==> src/sv/plim_ram.sv <==
// Generic single-port synchronous RAM with a registered read.
`timescale 1ns / 1ps
module plim_ram #(
    parameter int WIDTH = 8,
    parameter int DEPTH = 16
) (
    input  logic                     i_clk,
    input  logic                     i_we,
    input  logic [$clog2(DEPTH)-1:0] i_addr,
    input  logic [WIDTH-1:0]         i_wdata,
    output logic [WIDTH-1:0]         o_rdata
);
    logic [WIDTH-1:0] r_mem [DEPTH];
    logic [WIDTH-1:0] r_rdata;

    always_ff @(posedge i_clk) begin
        if (i_we) begin
            r_mem[i_addr] <= i_wdata;
        end
        r_rdata <= r_mem[i_addr];
    end

    assign o_rdata = r_rdata;
endmodule

==> config.mk <==
export PLATFORM = sky130hd
export DESIGN_NAME = plim_ram
export DESIGN_NICKNAME = d
export VERILOG_FILES = /design/src/sv/plim_ram.sv
export SDC_FILE = /design/constraint.sdc
export NUM_CORES = 1
export LEC_CHECK = 0
export ABC_AREA = 1
export BUFFER_PORTS_ARGS = -buffer_cell sky130_fd_sc_hd__buf_4
export CAP_MARGIN = 10
export CORE_MARGIN = 8
export CORE_UTILIZATION = 61
export CTS_CLUSTER_DIAMETER = 120
export CTS_CLUSTER_SIZE = 25
export DETAILED_ROUTE_END_ITERATION = 7
export GPL_ROUTABILITY_DRIVEN = 0
export PLACE_DENSITY = 0.79
export SLEW_MARGIN = 25
export SYNTH_ARGS = -nofsm -noshare
export SYNTH_HDL_FRONTEND = slang
export SYNTH_SLANG_ARGS = --single-unit
==> constraint.sdc <==
create_clock -name i_clk -period 2.2 [get_ports i_clk]
set_input_delay 0.44 -clock i_clk [delete_from_list [all_inputs] [get_ports i_clk]]
set_output_delay 0.44 -clock i_clk [all_outputs]
set_load 0.02 [all_outputs]
### Yosys cells after proc, flatten, opt, wreduce, memory -nomap -nowiden

Memories as Yosys holds them, arrays and structs flattened. A register that Yosys moved wholly into a read port is not among the register bits.
Index checks and enable logic that the tools add are counted.

* register bits after elaboration: 0
* memory bits (writable): 128
* output and inout bits: 8
* word-level logic and storage cells: 3
* memories kept: 1

Memories
* r_mem: words 16, width 8, read ports 1, clocked after memory_dff 1, wr ports 1, RTL line 13 `logic [WIDTH-1:0] r_mem [DEPTH];`

* multiplexer cells: 2

Operator list (count)
* 2-to-1 mux 1 bit: 2

### Depth between registers and ports, before layout

* depth in word-level cells: 2
* gate-level depth with buffers: 11
* depth with buffers taken out: 9

### Worst setup path before layout

No wires, ideal clock.

* kind: input to register
* from: input port i_addr[1]
* to: memory r_mem[3][0], enable pin
* setup time: 370 ps
* data arrival time: 1447 ps
* data required time: 1830 ps
* setup slack: 383 ps
* stages on the path: 4
* cell sequence: buf_2 clkbuf_1 nand3_1 nor2_1

RTL lines
* start, declared: RTL line 9 `input logic [$clog2(DEPTH)-1:0] i_addr,`
* end, declared: RTL line 13

Straight into the memory's write port.

### Worst setup path after layout

* from: register r_rdata[0], in the netlist o_rdata[0], read port of r_mem
* to: output port o_rdata[0]

RTL lines
* start, declared: RTL line 14 `logic [WIDTH-1:0] r_rdata;`
* end, declared: RTL line 11 `output logic [WIDTH-1:0] o_rdata`

No word-level cell between the ends.

==> out/results.ini <==
[drt]
wl_mm = 13.4
drc = 0
wl_per_cell_microns = 18.7
vias = 3963
dr.pass1.iters = 5
vias_per_cell = 5.54
drtIter0Drc = 415
drtAntennaViolNets = 0

[place]
io_buffers = 21
place_hpwl_mm = 8.17
pre_cts_slack_ns = 0.434

[critical_path]
worstReg2RegEnd = o_rdata[7]
crit_family = flip-flops
endpoint = o_rdata[0]
r2r_setup_slack_ns = 1.13
path_buf_inv = 1
critical_path.max_fanout = 1
reg2reg_from = r_mem[5][7]
crit_chain = buf_4
slowest_stage = dfxtp_1
crit_required_ns = 1.76
crit_path_end_kind = output pin
max_stage_delay_ns = 0.37
crit_cells = 1
worst_setup_path_start_kind = flip-flop
r2r.worst_path.cells = 8
path_class = flip-flop to output pin
cp.arrival_ns = 1.06
critPathLaunch = o_rdata[0]

[yosys]
synth_ff_type = edfxtp_1
synth-edff-count = 128
synth_cells = 548
synth-warning-count = 0
synth_area_leaders = edfxtp_1, nand2_1, dfxtp_1
async_reset_ff_share_pct = 0
synth_top_area_share_pct = 68.7
synthTopCellsByCount = nand2_1, edfxtp_1, inv_1, nor2_1, buf_2
yosysMostFrequentCell = nand2_1
ys_seq_area_share_pct = 71.6
netlist.top_cell.by_area = edfxtp_1
syn_nets = 562
ys_types = 11
synth_area_sq_um = 5590
syn_avg_cell_area_sq_um = 10.2
ys_seq_elements = 136

[cells_and_area]
final-seq-area_sq_um = 4000
nNetsFinal = 605
fillCellCount = 575
multi_input_area_sq_um = 1390
layout-drive-gt1-share_pct = 12.6
antennaDiodeCount = 0
area_growth_pct = 16.6

[floorplan]
die_x_microns = 112
core-area_sq_um = 9060
die_area_sq_um = 12500
io-pin-count = 22
start_util_pct = 61.7
rows = 35
die_h_microns = 112

[clocking]
tritoncts = done
clkTransAtPathRegs_ns = 0.07
ctsHoldBuffers = 0
cts.path.max_buffers = 2
cts.sinks = 136
cts_buffers = 17
post_cts_buffers = 0
cts.repair.resized = 0
clk_latency_ns = 0.53
htree_num_levels = 4
root_buffer = clkbuf_8

[sta]
grt_setup_unrepaired = false
maxSlewViolCount = 0
tns_ns = 0
fin_skew_ns = 0.0121
worstMarginPinSlew_ns = 0.328
timing.fmax_ghz = 0.665
fin_ws_ns = 0.697
period_share_pct = 68.3
slew_headroom_pct = 78.1
min_period_ns = 1.50
finalSetupViolCount = 0
hold_viol = 0

[power_and_ir_drop]
irDropWorstVdd_mv = 0.625
powerDensity_nw_per_um2 = 927
power_uw = 6040
p_leak_uw = 0.00283

[worst_hold_path]
hold_class = input pin to flip-flop

[status]
outcome = complete, no violations

[grt]
grtUsageTotal_pct = 22.7
grt_max_degree = 33
grt_pass1_wl_mm = 21.2
grt-ovfl-total = 0
antenna_found_initial = 0
grt_pass1_vias = 4070

[job]
max-cap-violations = 0

[area by class of cell]
cell class              count  area share (%)
clock buffers              19            6.47
clock inverters            13            2.21
inverters                  23            1.32
multi-input cells         368            21.3
flip-flops and latches    136            61.4
well taps                 111            2.13
repair buffers             45            5.18
[report_power, final]
group	switching, uW	total (uW)	internal, uW
Combinational	281	397	116
Clock	1110	2730	1620
Sequential	21.5	2920	2900
Total	1410	6040	4640
[cells by family (layout without fill, tap and decap cells)]
family,count (synthesis),count (layout),synth area share [%]
buffers and inverters,44,100,3.62
AND/OR/NAND/NOR,368,368,24.8
flip-flops,136,136,71.6
[sequential cells by signal, summed over array words and instances, names as in the netlist]
name	flops
r_mem	128
o_rdata	8
[routing by layer]
layer / vias up / part of all wire, % / track usage (%)
met5: - / 0 / 0
met4: 0 / 3.4 / 11.0
met3: 42 / 8.3 / 5.36
met2: 232 / 48 / 36.9
met1: 1853 / 40 / 28.1
li1: 1836 / - / -
[worst min-delay path by stage]
stage                start           end  slack (ns)  cells after the start
2_1_floorplan   i_wdata[0]   r_mem[0][0]        0.54                      0
3_3_place_gp   r_mem[9][7]    o_rdata[7]        0.71                      8
6_report        i_wdata[3]  r_mem[12][3]        0.28                      1
4_1_cts         i_wdata[3]  r_mem[12][3]        0.27                      1
5_1_grt         i_wdata[3]  r_mem[12][3]        0.28                      1
3_5_place_dp   r_mem[2][0]    o_rdata[0]        0.71                      8
[cells in the final DEF (no fill, tap or decap), drive strengths merged]
| cell type | count |
|---|---|
| inv | 26 |
| clkinvlp | 4 |
| bufinv | 2 |
| dfxtp | 8 |
| nand2 | 346 |
| nor2 | 18 |
| clkbuf | 19 |
| edfxtp | 128 |
| nand3 | 4 |
| buf | 45 |
| clkinv | 4 |
[metrics by stage]
| step | cells | utilization [%] | cell area, sq um | hold slack (ns) |
|---|---|---|---|---|
| 4_1_cts | 715 | 71.9 | 6520 | 0.271 |
| 2_1_floorplan | 548 | - | 5590 | 0.539 |
| 3_3_place_gp | 683 | 65.7 | 5950 | 0.706 |
| 6_report | 715 | 71.9 | 6520 | 0.284 |
| 3_5_place_dp | 683 | 65.7 | 5950 | 0.712 |
| 5_1_grt | 715 | 71.9 | 6520 | 0.278 |
Power figures use the tool's default switching activity.
