==> config.mk <==
export PLATFORM = sky130hd
export DESIGN_NAME = plim_ctrl
export DESIGN_NICKNAME = d
export VERILOG_FILES = /design/src/sv/plim_pkg.sv /design/src/sv/plim_ctrl.sv
export SDC_FILE = /design/constraint.sdc
export NUM_CORES = 1
export LEC_CHECK = 0
export ABC_CLOCK_PERIOD_IN_PS = 5800
export CAP_MARGIN = 0
export CORE_MARGIN = 4
export CORE_UTILIZATION = 55
export CTS_BUF_LIST = sky130_fd_sc_hd__clkbuf_8
export DETAILED_ROUTE_END_ITERATION = 6
export DONT_BUFFER_PORTS = 1
export GPL_ROUTABILITY_DRIVEN = 0
export PLACE_DENSITY = 0.68
export SYNTH_ARGS = -nofsm -noshare
export SYNTH_HDL_FRONTEND = slang
export SYNTH_SLANG_ARGS = --single-unit
==> constraint.sdc <==
create_clock -name i_clk -period 5.8 [get_ports i_clk]
set_clock_uncertainty 0.15 [all_clocks]
set_input_delay 0.58 -clock i_clk [delete_from_list [all_inputs] [get_ports i_clk]]
set_output_delay 0.58 -clock i_clk [all_outputs]
set_load 0.01 [all_outputs]
==> src/sv/plim_pkg.sv <==
// Shared constants, types and the key mask helper function of the per-key connection limiter.
`timescale 1ns / 1ps
package plim_pkg;

    localparam int TABLE_ENTRIES = 256;
    localparam int KEY_BYTES     = 8;
    localparam int IDX_W         = $clog2(TABLE_ENTRIES);
    localparam int KEY_W         = 64;
    localparam int LEN_W         = 4;
    localparam int CNT_W         = 16;
    localparam int CODE_W        = 10;
    localparam int MEM_W         = KEY_W + LEN_W + CNT_W;

    localparam logic [CNT_W-1:0]  LIMIT_RESET = 16'd1;
    localparam logic [CODE_W-1:0] CODE_RESET  = 10'd503;

    typedef enum logic [1:0] {
        CFG_LIMIT  = 2'd0,
        CFG_DRY    = 2'd1,
        CFG_CODE   = 2'd2,
        CFG_UNUSED = 2'd3
    } t_cfg_idx;

    typedef enum logic [2:0] {
        OUT_PASSED       = 3'd0,
        OUT_REJECTED     = 3'd1,
        OUT_REJECTED_DRY = 3'd2,
        OUT_SKIPPED      = 3'd3,
        OUT_RELEASED     = 3'd4,
        OUT_UNKNOWN      = 3'd5
    } t_outcome;

    typedef enum logic [1:0] {
        ST_IDLE,
        ST_SCAN,
        ST_UPDATE
    } t_state;

    typedef struct packed {
        logic             we;
        logic [IDX_W-1:0] addr;
        logic [MEM_W-1:0] wdata;
    } t_ram_req;

    typedef struct packed {
        logic [CNT_W-1:0]  limit;
        logic              dry_run;
        logic [CODE_W-1:0] reject_code;
    } t_cfg;

    function automatic logic [KEY_W-1:0] bytes_mask(input logic [LEN_W-1:0] len);
        logic [KEY_W-1:0] m;
        m = '0;
        for (int b = 0; b < 8; b++) begin
            if (b < int'(len)) begin
                m[b*8 +: 8] = 8'hFF;
            end
        end
        return m;
    endfunction

endpackage

==> src/sv/plim_ctrl.sv <==
// Lookup sequencer: scans the slot memory, updates at most one entry and registers the result.
`timescale 1ns / 1ps
module plim_ctrl (
    input  logic                         i_clk,
    input  logic                         i_rst_n,
    input  plim_pkg::t_cfg               i_cfg,
    input  logic                         i_in_valid,
    output logic                         o_in_stall,
    input  logic                         i_opcode,
    input  logic [plim_pkg::KEY_W-1:0]   i_key_value,
    input  logic [plim_pkg::LEN_W-1:0]   i_key_length,
    input  logic                         i_already_checked,
    output logic                         o_out_valid,
    input  logic                         i_out_stall,
    output logic [2:0]                   o_outcome,
    output logic                         o_table_exhausted,
    output logic [plim_pkg::CNT_W-1:0]   o_connection_count,
    output logic [plim_pkg::CODE_W-1:0]  o_response_code,
    output plim_pkg::t_ram_req           o_ram_req,
    input  logic [plim_pkg::MEM_W-1:0]   i_ram_rdata
);
    localparam logic [plim_pkg::IDX_W-1:0] LAST_IDX = plim_pkg::IDX_W'(plim_pkg::TABLE_ENTRIES - 1);

    plim_pkg::t_state r_state, n_state;

    logic [plim_pkg::TABLE_ENTRIES-1:0] r_valid, n_valid;
    logic                         r_op;
    logic [plim_pkg::KEY_W-1:0]   r_key;
    logic [plim_pkg::LEN_W-1:0]   r_len;
    logic                         r_direct, n_direct;
    logic [plim_pkg::IDX_W-1:0]   r_idx, n_idx;
    logic                         r_issue, n_issue;
    logic                         r_chk, n_chk;
    logic [plim_pkg::IDX_W-1:0]   r_chk_idx, n_chk_idx;
    logic                         r_found, n_found;
    logic [plim_pkg::IDX_W-1:0]   r_found_idx, n_found_idx;
    logic [plim_pkg::CNT_W-1:0]   r_found_cnt, n_found_cnt;
    logic                         r_free, n_free;
    logic [plim_pkg::IDX_W-1:0]   r_free_idx, n_free_idx;

    logic                         r_out_valid, n_out_valid;
    logic [2:0]                   r_outcome, n_outcome;
    logic                         r_exh, n_exh;
    logic [plim_pkg::CNT_W-1:0]   r_cnt, n_cnt;
    logic [plim_pkg::CODE_W-1:0]  r_code, n_code;

    logic accept, usable, direct_in, out_free, hit, scan_end, load;
    logic [plim_pkg::KEY_W-1:0] mem_key;
    logic [plim_pkg::LEN_W-1:0] mem_len;
    logic [plim_pkg::CNT_W-1:0] mem_cnt;
    logic [2:0] rej_outcome;
    logic [plim_pkg::CODE_W-1:0] rej_code;
    plim_pkg::t_ram_req ram_req;

    assign accept    = i_in_valid && (r_state == plim_pkg::ST_IDLE);
    assign usable    = (i_key_length != '0) &&
                       (i_key_length <= plim_pkg::LEN_W'(plim_pkg::KEY_BYTES));
    assign direct_in = !usable || (!i_opcode && i_already_checked);
    assign out_free  = !r_out_valid || !i_out_stall;
    assign load      = (r_state == plim_pkg::ST_UPDATE) && out_free;

    assign mem_key = i_ram_rdata[plim_pkg::MEM_W-1 -: plim_pkg::KEY_W];
    assign mem_len = i_ram_rdata[plim_pkg::CNT_W +: plim_pkg::LEN_W];
    assign mem_cnt = i_ram_rdata[plim_pkg::CNT_W-1:0];

    assign hit      = r_chk && r_valid[r_chk_idx] && (mem_len == r_len) && (mem_key == r_key);
    assign scan_end = hit || (r_chk && (r_chk_idx == LAST_IDX));

    assign rej_outcome = i_cfg.dry_run ? plim_pkg::OUT_REJECTED_DRY : plim_pkg::OUT_REJECTED;
    assign rej_code    = i_cfg.dry_run ? '0 : i_cfg.reject_code;

    // Next state.
    always_comb begin
        n_state = r_state;
        case (r_state)
            plim_pkg::ST_IDLE: begin
                if (accept) begin
                    n_state = direct_in ? plim_pkg::ST_UPDATE : plim_pkg::ST_SCAN;
                end
            end
            plim_pkg::ST_SCAN: begin
                if (scan_end) begin
                    n_state = plim_pkg::ST_UPDATE;
                end
            end
            plim_pkg::ST_UPDATE: begin
                if (out_free) begin
                    n_state = plim_pkg::ST_IDLE;
                end
            end
            default: n_state = plim_pkg::ST_IDLE;
        endcase
    end

    // Scan bookkeeping. Read data arrives in the cycle after its address is issued.
    always_comb begin
        n_direct    = r_direct;
        n_idx       = r_idx;
        n_issue     = r_issue;
        n_chk       = 1'b0;
        n_chk_idx   = r_idx;
        n_found     = r_found;
        n_found_idx = r_found_idx;
        n_found_cnt = r_found_cnt;
        n_free      = r_free;
        n_free_idx  = r_free_idx;
        if (accept) begin
            n_direct = direct_in;
            n_idx    = '0;
            n_issue  = 1'b1;
            n_found  = 1'b0;
            n_free   = 1'b0;
        end else if (r_state == plim_pkg::ST_SCAN) begin
            n_chk = r_issue && !scan_end;
            if (r_idx == LAST_IDX) begin
                n_issue = 1'b0;
            end else begin
                n_idx = r_idx + 1'b1;
            end
            if (hit) begin
                n_found     = 1'b1;
                n_found_idx = r_chk_idx;
                n_found_cnt = mem_cnt;
            end
            if (r_chk && !r_valid[r_chk_idx] && !r_free) begin
                n_free     = 1'b1;
                n_free_idx = r_chk_idx;
            end
        end
    end

    // Outputs of the update step: result, table write and valid bits.
    always_comb begin
        n_valid     = r_valid;
        n_out_valid = r_out_valid && i_out_stall;
        n_outcome   = r_outcome;
        n_exh       = r_exh;
        n_cnt       = r_cnt;
        n_code      = r_code;
        ram_req.we    = 1'b0;
        ram_req.addr  = r_idx;
        ram_req.wdata = {r_key, r_len, r_found_cnt};
        if (load) begin
            n_out_valid = 1'b1;
            n_exh       = 1'b0;
            n_code      = '0;
            n_cnt       = '0;
            if (r_direct) begin
                n_outcome = r_op ? plim_pkg::OUT_UNKNOWN : plim_pkg::OUT_SKIPPED;
            end else if (r_op) begin
                if (!r_found) begin
                    n_outcome = plim_pkg::OUT_UNKNOWN;
                end else begin
                    n_outcome = plim_pkg::OUT_RELEASED;
                    n_cnt     = (r_found_cnt != '0) ? r_found_cnt - 1'b1 : r_found_cnt;
                    ram_req.we    = 1'b1;
                    ram_req.addr  = r_found_idx;
                    ram_req.wdata = {r_key, r_len, n_cnt};
                    if (n_cnt == '0) begin
                        n_valid[r_found_idx] = 1'b0;
                    end
                end
            end else if (r_found) begin
                if (r_found_cnt >= i_cfg.limit) begin
                    n_outcome = rej_outcome;
                    n_cnt     = r_found_cnt;
                    n_code    = rej_code;
                end else begin
                    n_outcome = plim_pkg::OUT_PASSED;
                    n_cnt     = r_found_cnt + 1'b1;
                    ram_req.we    = 1'b1;
                    ram_req.addr  = r_found_idx;
                    ram_req.wdata = {r_key, r_len, n_cnt};
                end
            end else if (r_free) begin
                n_outcome = plim_pkg::OUT_PASSED;
                n_cnt     = plim_pkg::CNT_W'(1);
                ram_req.we    = 1'b1;
                ram_req.addr  = r_free_idx;
                ram_req.wdata = {r_key, r_len, n_cnt};
                n_valid[r_free_idx] = 1'b1;
            end else begin
                n_outcome = rej_outcome;
                n_exh     = 1'b1;
                n_code    = rej_code;
            end
        end
    end

    always_ff @(posedge i_clk) begin
        if (!i_rst_n) begin
            r_state     <= plim_pkg::ST_IDLE;
            r_valid     <= '0;
            r_out_valid <= 1'b0;
            r_chk       <= 1'b0;
            r_issue     <= 1'b0;
        end else begin
            r_state     <= n_state;
            r_valid     <= n_valid;
            r_out_valid <= n_out_valid;
            r_chk       <= n_chk;
            r_issue     <= n_issue;
        end
    end

    always_ff @(posedge i_clk) begin
        if (accept) begin
            r_op  <= i_opcode;
            r_len <= i_key_length;
            r_key <= i_key_value & plim_pkg::bytes_mask(i_key_length);
        end
        r_direct    <= n_direct;
        r_idx       <= n_idx;
        r_chk_idx   <= n_chk_idx;
        r_found     <= n_found;
        r_found_idx <= n_found_idx;
        r_found_cnt <= n_found_cnt;
        r_free      <= n_free;
        r_free_idx  <= n_free_idx;
        r_outcome   <= n_outcome;
        r_exh       <= n_exh;
        r_cnt       <= n_cnt;
        r_code      <= n_code;
    end

    assign o_in_stall         = (r_state != plim_pkg::ST_IDLE);
    assign o_out_valid        = r_out_valid;
    assign o_outcome          = r_outcome;
    assign o_table_exhausted  = r_exh;
    assign o_connection_count = r_cnt;
    assign o_response_code    = r_code;
    assign o_ram_req          = ram_req;
endmodule

After elaboration in Yosys (flattened, before gate mapping):

Cells that the tools add are included.

* muxes and demuxes: 62
* shift operators: 0
* multiply operators: 0
* reduce and logical (&&, ||, !) cells: 43
* divide/modulo/power cells: 0
* order comparisons: 15
* eq/ne operators: 12
* add/subtract/negate cells: 3
* bitwise gates (word level): 9

Operators with widths (count)
* $mux W256: 5
* $mux W93: 7
* $and A256 B256 Y256: 1
* $not A256 Y256: 1
* $or A256 B256 Y256: 1
* $mux W8: 16
* $mux W16: 5
* $and A64 B64 Y64: 1
* $eq A64 B64 Y1: 1
* $mux W10: 4
* $lt A8 B9 Y1 const B: 3
* $add A16 B1 Y16 const B: 1
* $demux W1 S8: 2
* $eq A8 B8 Y1 const B: 2
* $ge A16 B16 Y1: 1
* $ge A8 B1 Y1 const B: 2
* $logic_not A16 Y1: 1
* $lt A3 B4 Y1 const A: 4
* $reduce_bool A16 Y1: 1
* $sub A16 B1 Y16 const B: 1
* $logic_and A1 B1 Y1: 14
* $mux W2: 7
* $mux W3: 4
* $mux W1: 10
* 22 further kinds: 49

* input bits: 185
* bits in latches: 0
* output and inout port bits: 125
* bits in read-only memories: 0
* memories: 0
* logic and storage cells: 164
* memory bits (writable): 0
* register bits after elaboration: 411

Longest topological paths before layout:

Gate-level depths: netlist of run 1.

* depth after elaboration: 9
* depth in mapped cells: 13
* depth with buffers taken out: 10

Least setup slack after synthesis of run 1:

OpenSTA, ideal clock, no wires.

* kind: reg2reg
* start point: register r_state[1]
* end point: register r_direct, enable pin
* buffers on the path: 0
* data required time: 5.138 ns
* arrival: 3.882 ns
* cell stages (with the launch flop): 3
* library setup time: 0.512 ns
* period minus slack after synthesis: 4.544 ns
* setup slack: 1.256 ns
* cells stage by stage: dfxtp_1 > or2_2 > nor2_1

* longest elaborated chain between the ends: 2

RTL lines
* start: declaration: RTL line plim_ctrl.sv:24 `plim_pkg::t_state r_state, n_state;`
* start signal: assignment: RTL line plim_ctrl.sv:192 `r_state <= plim_pkg::ST_IDLE;`
* start signal: assignment: RTL line plim_ctrl.sv:198 `r_state <= n_state;`
* $logic_not A2 Y1: RTL line plim_ctrl.sv:55 `assign accept = i_in_valid && (r_state == plim_pkg::ST_IDLE);`
* $logic_and A1 B1 Y1: RTL line plim_ctrl.sv:55
* named net accept: RTL line plim_ctrl.sv:47 `logic accept, usable, direct_in, out_free, hit, scan_end, load;`
* end signal: assignment: RTL line plim_ctrl.sv:212 `r_direct <= n_direct;`
* end: declaration: RTL line plim_ctrl.sv:30 `logic r_direct, n_direct;`

The timed path passes the listed nets, and every way through them passes these cells.
A chain may end at the register's enable or synchronous reset.

==> results of run 1 <==
## layout make-up
type / instances / area (um2) / share of cell area
diodes: 2 / 5.005 / 0.0002128
clock buffers: 82 / 1129 / 0.04798
clock inverters: 45 / 272.8 / 0.01160
inverters: 64 / 241.5 / 0.01027
multi-input cells: 1678 / 10750 / 0.4571
flip-flops and latches: 411 / 9557 / 0.4063
well taps: 518 / 648.1 / 0.02755
repair buffers: 94 / 918.4 / 0.03904
## path summary, 6_finish.rpt
path | start | to | slack [ps] | depth (start not counted)
worst max-delay path | r_found_cnt[0] | o_ram_req[9] | 810 | 10
worst min-delay path | i_key_value[58] | r_key[58] | 20 | 1
worst max register to register | r_found_cnt[0] | r_valid[37] | 1460 | 11
worst min register to register | r_valid[99] | r_valid[99] | 320 | 2
## synth_stat cells (28+ instances only)
cell type    n  area [um2]
mux2i_1     76       760.7
nand2_1    399        1498
edfxtp_1   132        3964
dfxtp_1    279        5585
xor2_1      28       245.2
mux4_2      43       968.4
nor3_1      39       195.2
o22ai_1    265        1658
inv_1       63       236.5
a21oi_1     47       235.2
o21ai_0     31       155.2
nor2_1      64       240.2
nand3_1     47       235.2
nor4_1     274        1714
clkbuf_1   185       694.4
nor2b_1     78       488.0
## power by group
group | internal (W) | leakage, nW | switching (W)
logic | 0.000184 | 3.08 | 0.000263
registers | 0.00307 | 3.50 | 0.000149
clock network | 0.00142 | 0.800 | 0.00123
## through the flow
stage | std cells | total power [W] | worst slack [ps]
after CTS | 2891 | 0.006339 | 825.9
after global placement | 2703 | 0.003661 | 1702
final | 2894 | 0.006323 | 810.6
after detailed placement | 2703 | 0.003671 | 1566
after floorplan | 2384 | 0.003560 | 1256
after global routing | 2894 | 0.006515 | 375.6
## critical path, cell delays in order (launching register included)
cell and delay (ps):
edfxtp_1 530, inv_1 160, ha_1 290, nand2b_1 140, a21o_1 170, a21o_1 170, a211oi_1 360, o21ai_1 310
a2111oi_0 950, o21ai_0 230, a21oi_1 320
## layer usage
layer,global-route usage,wire [um]
met5,0,13
met4,0.1323,2952
met3,0.08983,8304
met2,0.5246,33770
met1,0.4497,28630
## cells by family (layout without fill, tap and decap cells)
family,count (synthesis),in the layout,synth area share
fa+ha+maj,20,20,0.01166
xor+xnor,50,50,0.02040
simple gates,1003,1003,0.2361
other cells,0,2,0
flops,411,411,0.4449
buf+inv,295,285,0.05620
compound gates,484,484,0.1491
mux,121,121,0.08162
## flip-flops by register name (all words and copies together) (netlist names), 2 cells and up
| name | cells |
|---|---|
| r_found_cnt | 16 |
| r_key | 64 |
| r_found_idx | 8 |
| o_connection_count | 16 |
| r_chk_idx | 8 |
| o_response_code | 10 |
| o_outcome | 3 |
| n_chk_idx | 8 |
| r_free_idx | 8 |
| r_state | 2 |
| r_valid | 256 |
| r_len | 4 |
==> flow_summary.json, run 1 <==
{
  "status": "completed",
  "synth_flop_cell": "dfxtp_1",
  "synth.cell_area_um2": 21460,
  "die_w_um": 205.5,
  "worst_hold_slack_ps": 23.19,
  "portBuffers": 0,
  "cts-root-buf": "clkbuf_8",
  "design.core.area_um2": 38650,
  "max_freq_mhz": 200.4,
  "cts_resized": 0,
  "postCtsHoldBufs": 61,
  "grt-ovfl-total": 0,
  "start_kind": "flop",
  "nets": 2525,
  "path_max_fanout": 11,
  "dpl_cell_area_um2": 21480,
  "synth_edf_count": 132,
  "ys_async_sr_fraction": 0,
  "fin_area_um2": 23520,
  "drc": 0,
  "critPathRequiredTime_ps": 5070,
  "min_path_type": "primary input to flop",
  "synth.net_count": 2589,
  "fill_cells": 3244,
  "final_common_cell": "nand2_1",
  "arrival_ps": 4260,
  "areaGrowthSynthToFinish_pct": 9.602,
  "cts_buffer_depth": 3,
  "cts-htree-levels": 3,
  "drt_iter0_drc": 2752,
  "fp.dieArea_um2": 42250,
  "ys_ff_latch": 411,
  "fin_util": 0.6087,
  "path_class": "flop to output pin",
  "num_vias": 20070,
  "vdd_ir_drop_max_mv": 0.1918,
  "drt-vias-per-instance": 6.936,
  "drive_gt1_frac": 0.08677,
  "rsz0062_at_grt": "no",
  "grt_max_degree": 152,
  "dp_hpwl_um": 46130,
  "grt_antenna_before_repair": 3,
  "drv_slew": 0,
  "ioPinCount": 310,
  "cts_setup_buffers": 0,
  "layout_common_cells": "nand2_1, dfxtp_1, nor4_1, o22ai_1, edfxtp_1",
  "initial_utilization": 0.5553,
  "leakagePower_nw": 7.386,
  "synth_cell_types": 73,
  "worst_pin_slew_ps": 1334,
  "final_antenna_net_count": 0,
  "post-route-period-util": 0.8602,
  "setup_viol": 0,
  "maxCapViolCount": 0,
  "avgSynthCellArea_um2": 9.002,
  "cts_buffers": 71,
  "post-route-min-period_ps": 4989,
  "relSlewSlack": 0.1025,
  "cts_tree": "done",
  "critPathCaptureType": "output pin",
  "avgRoutedWirePerCell_um": 25.46,
  "ys_seq_area_frac": 0.4449,
  "netlist_instances": 2384,
  "power_density_nw_per_um2": 268.8,
  "grt_use_total": 0.3367,
  "hold_viol": 0,
  "cts_sinks": 411,
  "grt_pass1_wl_um": 112700,
  "routed_wl_um": 73680,
  "grt_pass1_vias": 18700,
  "placementRows": 72,
  "clk_latency_ps": 620,
  "clk_pin_slew_worst_paths_ps": 70,
  "drt-pass1-iter-count": 6,
  "dieHeight_um": 205.5,
  "yosys_warnings": 0,
  "final.setup.tns_ps": 0
}
Note: power is estimated with default switching activity, not from simulation.
==> run 2, diff against run 1 <==
- MAX_ROUTING_LAYER: default -> met4
==> run 2 against run 1 <==
Effect of this change: worst setup slack worse by 75 ps; maximum frequency fell by 1.5%; global-route usage increased by 0.97 points.
==> flow_summary.json, run 2 (synthesis gave the netlist of run 1 again) <==
{
  "top_regs": "r_valid: 256 flops, r_key: 64 flops",
  "grt_max_degree": 152,
  "nets": 2524,
  "post-route-period-util": 0.8731,
  "num_vias": 20160,
  "grt-ovfl-total": 0,
  "worst_r2r_endpoint": "r_valid[157]",
  "drt-pass1-iter-count": 6,
  "grt_pass1_wl_um": 112700,
  "final_antenna_net_count": 0,
  "min_path_type": "primary input to flop",
  "leakagePower_nw": 7.382,
  "power_density_nw_per_um2": 268.7,
  "relSlewSlack": 0.08030,
  "hold_viol": 0,
  "cts_tree": "done",
  "fp.dieArea_um2": 42250,
  "use_met3": 0.08337,
  "setup_viol": 0,
  "totalPowerFinal_w": 0.006317,
  "portBuffers": 0,
  "routed_wl_um": 73750,
  "ff2ff_setup_slack_ps": 1490,
  "clk_latency_ps": 620,
  "drv_slew": 0,
  "largest_reg_flops": 256,
  "ioPinCount": 310,
  "initial_utilization": 0.5553,
  "vdd_ir_drop_max_mv": 0.1919,
  "max_flop_register": "r_valid",
  "layout_common_cells": "nand2_1, dfxtp_1, nor4_1, o22ai_1, edfxtp_1",
  "grt_antenna_before_repair": 3,
  "use_met2": 0.5275,
  "use_met1": 0.4551,
  "critPathRequiredTime_ps": 5070,
  "grt_pass1_vias": 18610,
  "path_max_fanout": 11,
  "dieHeight_um": 205.5,
  "die_w_um": 205.5,
  "fill_cells": 3247,
  "dp_hpwl_um": 46130,
  "cts_setup_buffers": 0,
  "avgRoutedWirePerCell_um": 25.49,
  "final_common_cell": "nand2_1",
  "cts_buffers": 71,
  "cts_buffer_depth": 3,
  "cts-htree-levels": 3,
  "path_class": "flop to output pin",
  "cts-root-buf": "clkbuf_8",
  "placementRows": 72,
  "grt_use_total": 0.3464,
  "maxCapViolCount": 0,
  "critPathCaptureType": "output pin",
  "drive_gt1_frac": 0.08681,
  "crit_end": "o_ram_req[9]",
  "drt-vias-per-instance": 6.967,
  "start_kind": "flop",
  "drc": 0,
  "design.core.area_um2": 38650,
  "worst_pin_slew_ps": 1367,
  "areaGrowthSynthToFinish_pct": 9.555,
  "drt_iter0_drc": 2898,
  "cts_sinks": 411,
  "r2r_cells": 11,
  "grt.busiest_layer": "met2",
  "critPathLaunch": "r_found_cnt[0]",
  "clk_pin_slew_worst_paths_ps": 70,
  "post-route-min-period_ps": 5064,
  "reg2reg_from": "r_found_cnt[0]",
  "max_freq_mhz": 197.5,
  "status": "completed",
  "arrival_ps": 4330,
  "final.setup.tns_ps": 0,
  "rsz0062_at_grt": "no"
}
-- run 2: per-layer routing --
| layer | share of wire | vias to the layer above | routed length, um |
|---|---|---|---|
| met5 | 0 | - | 0 |
| met1 | 0.39 | 9569 | 28630 |
| met3 | 0.11 | 243 | 8335 |
| met2 | 0.46 | 1445 | 34020 |
| met4 | 0.037 | 0 | 2762 |
| li1 | - | 8899 | - |
-- run 2: worst max-delay path: stages (launching register included) --
cell	delay [ps]
edfxtp_1	530
inv_1	160
ha_1	300
nand2b_1	140
a21o_1	170
a21o_1	170
a211oi_1	360
o21ai_1	310
a2111oi_0	1010
o21ai_0	240
a21oi_1	330
-- run 2: cell type report --
class	instances	area (um2)	share of cell area
Timing Repair Buffer	93	908.4	0.03863
Clock inverter	45	272.8	0.01160
Sequential cell	411	9557	0.4064
Clock buffer	82	1129	0.04800
Multi-Input combinational cell	1678	10750	0.4573
Tap cell	518	648.1	0.02756
Inverter	64	241.5	0.01027
Antenna cell	2	5.005	0.0002129
-- run 2: power by group --
part / internal, W / total (W) / switching, W
Clock: 0.00142 / 0.00265 / 0.00122
Combinational: 0.000184 / 0.000446 / 0.000262
Sequential: 0.00307 / 0.00322 / 0.000149
-- run 2: through the flow --
stage                     hold WS [ps]  setup slack (ps)  std cells  utilization  area [um2]
after floorplan                  179.0              1256       2384            -       21460
final                            26.82             735.9       2893       0.6084       23510
after detailed placement         308.4              1566       2703       0.5557       21480
after global routing             1.736             376.0       2893       0.6084       23510
after global placement           303.5              1702       2703       0.5557       21480
after CTS                       0.2387             825.9       2891       0.6083       23510
-- run 2: repair_timing --
item | CTS | global route
resized for setup | 0 | 0
hold buffers | 61 | 0
hold endpoints to repair | 82 | 0
-- run 2: worst min path at each step --
stage	from	endpoint	slack, ps	depth (start not counted)
detailed placement	r_valid[142]	r_valid[142]	310	2
global placement	r_valid[179]	r_valid[179]	300	2
CTS	i_cfg[6]	o_response_code[6]	0.2	1
finish	i_key_value[19]	r_key[19]	30	1
floorplan	n_chk_idx[3]	r_chk_idx[3]	180	0
global route	i_key_value[19]	r_key[19]	2	1
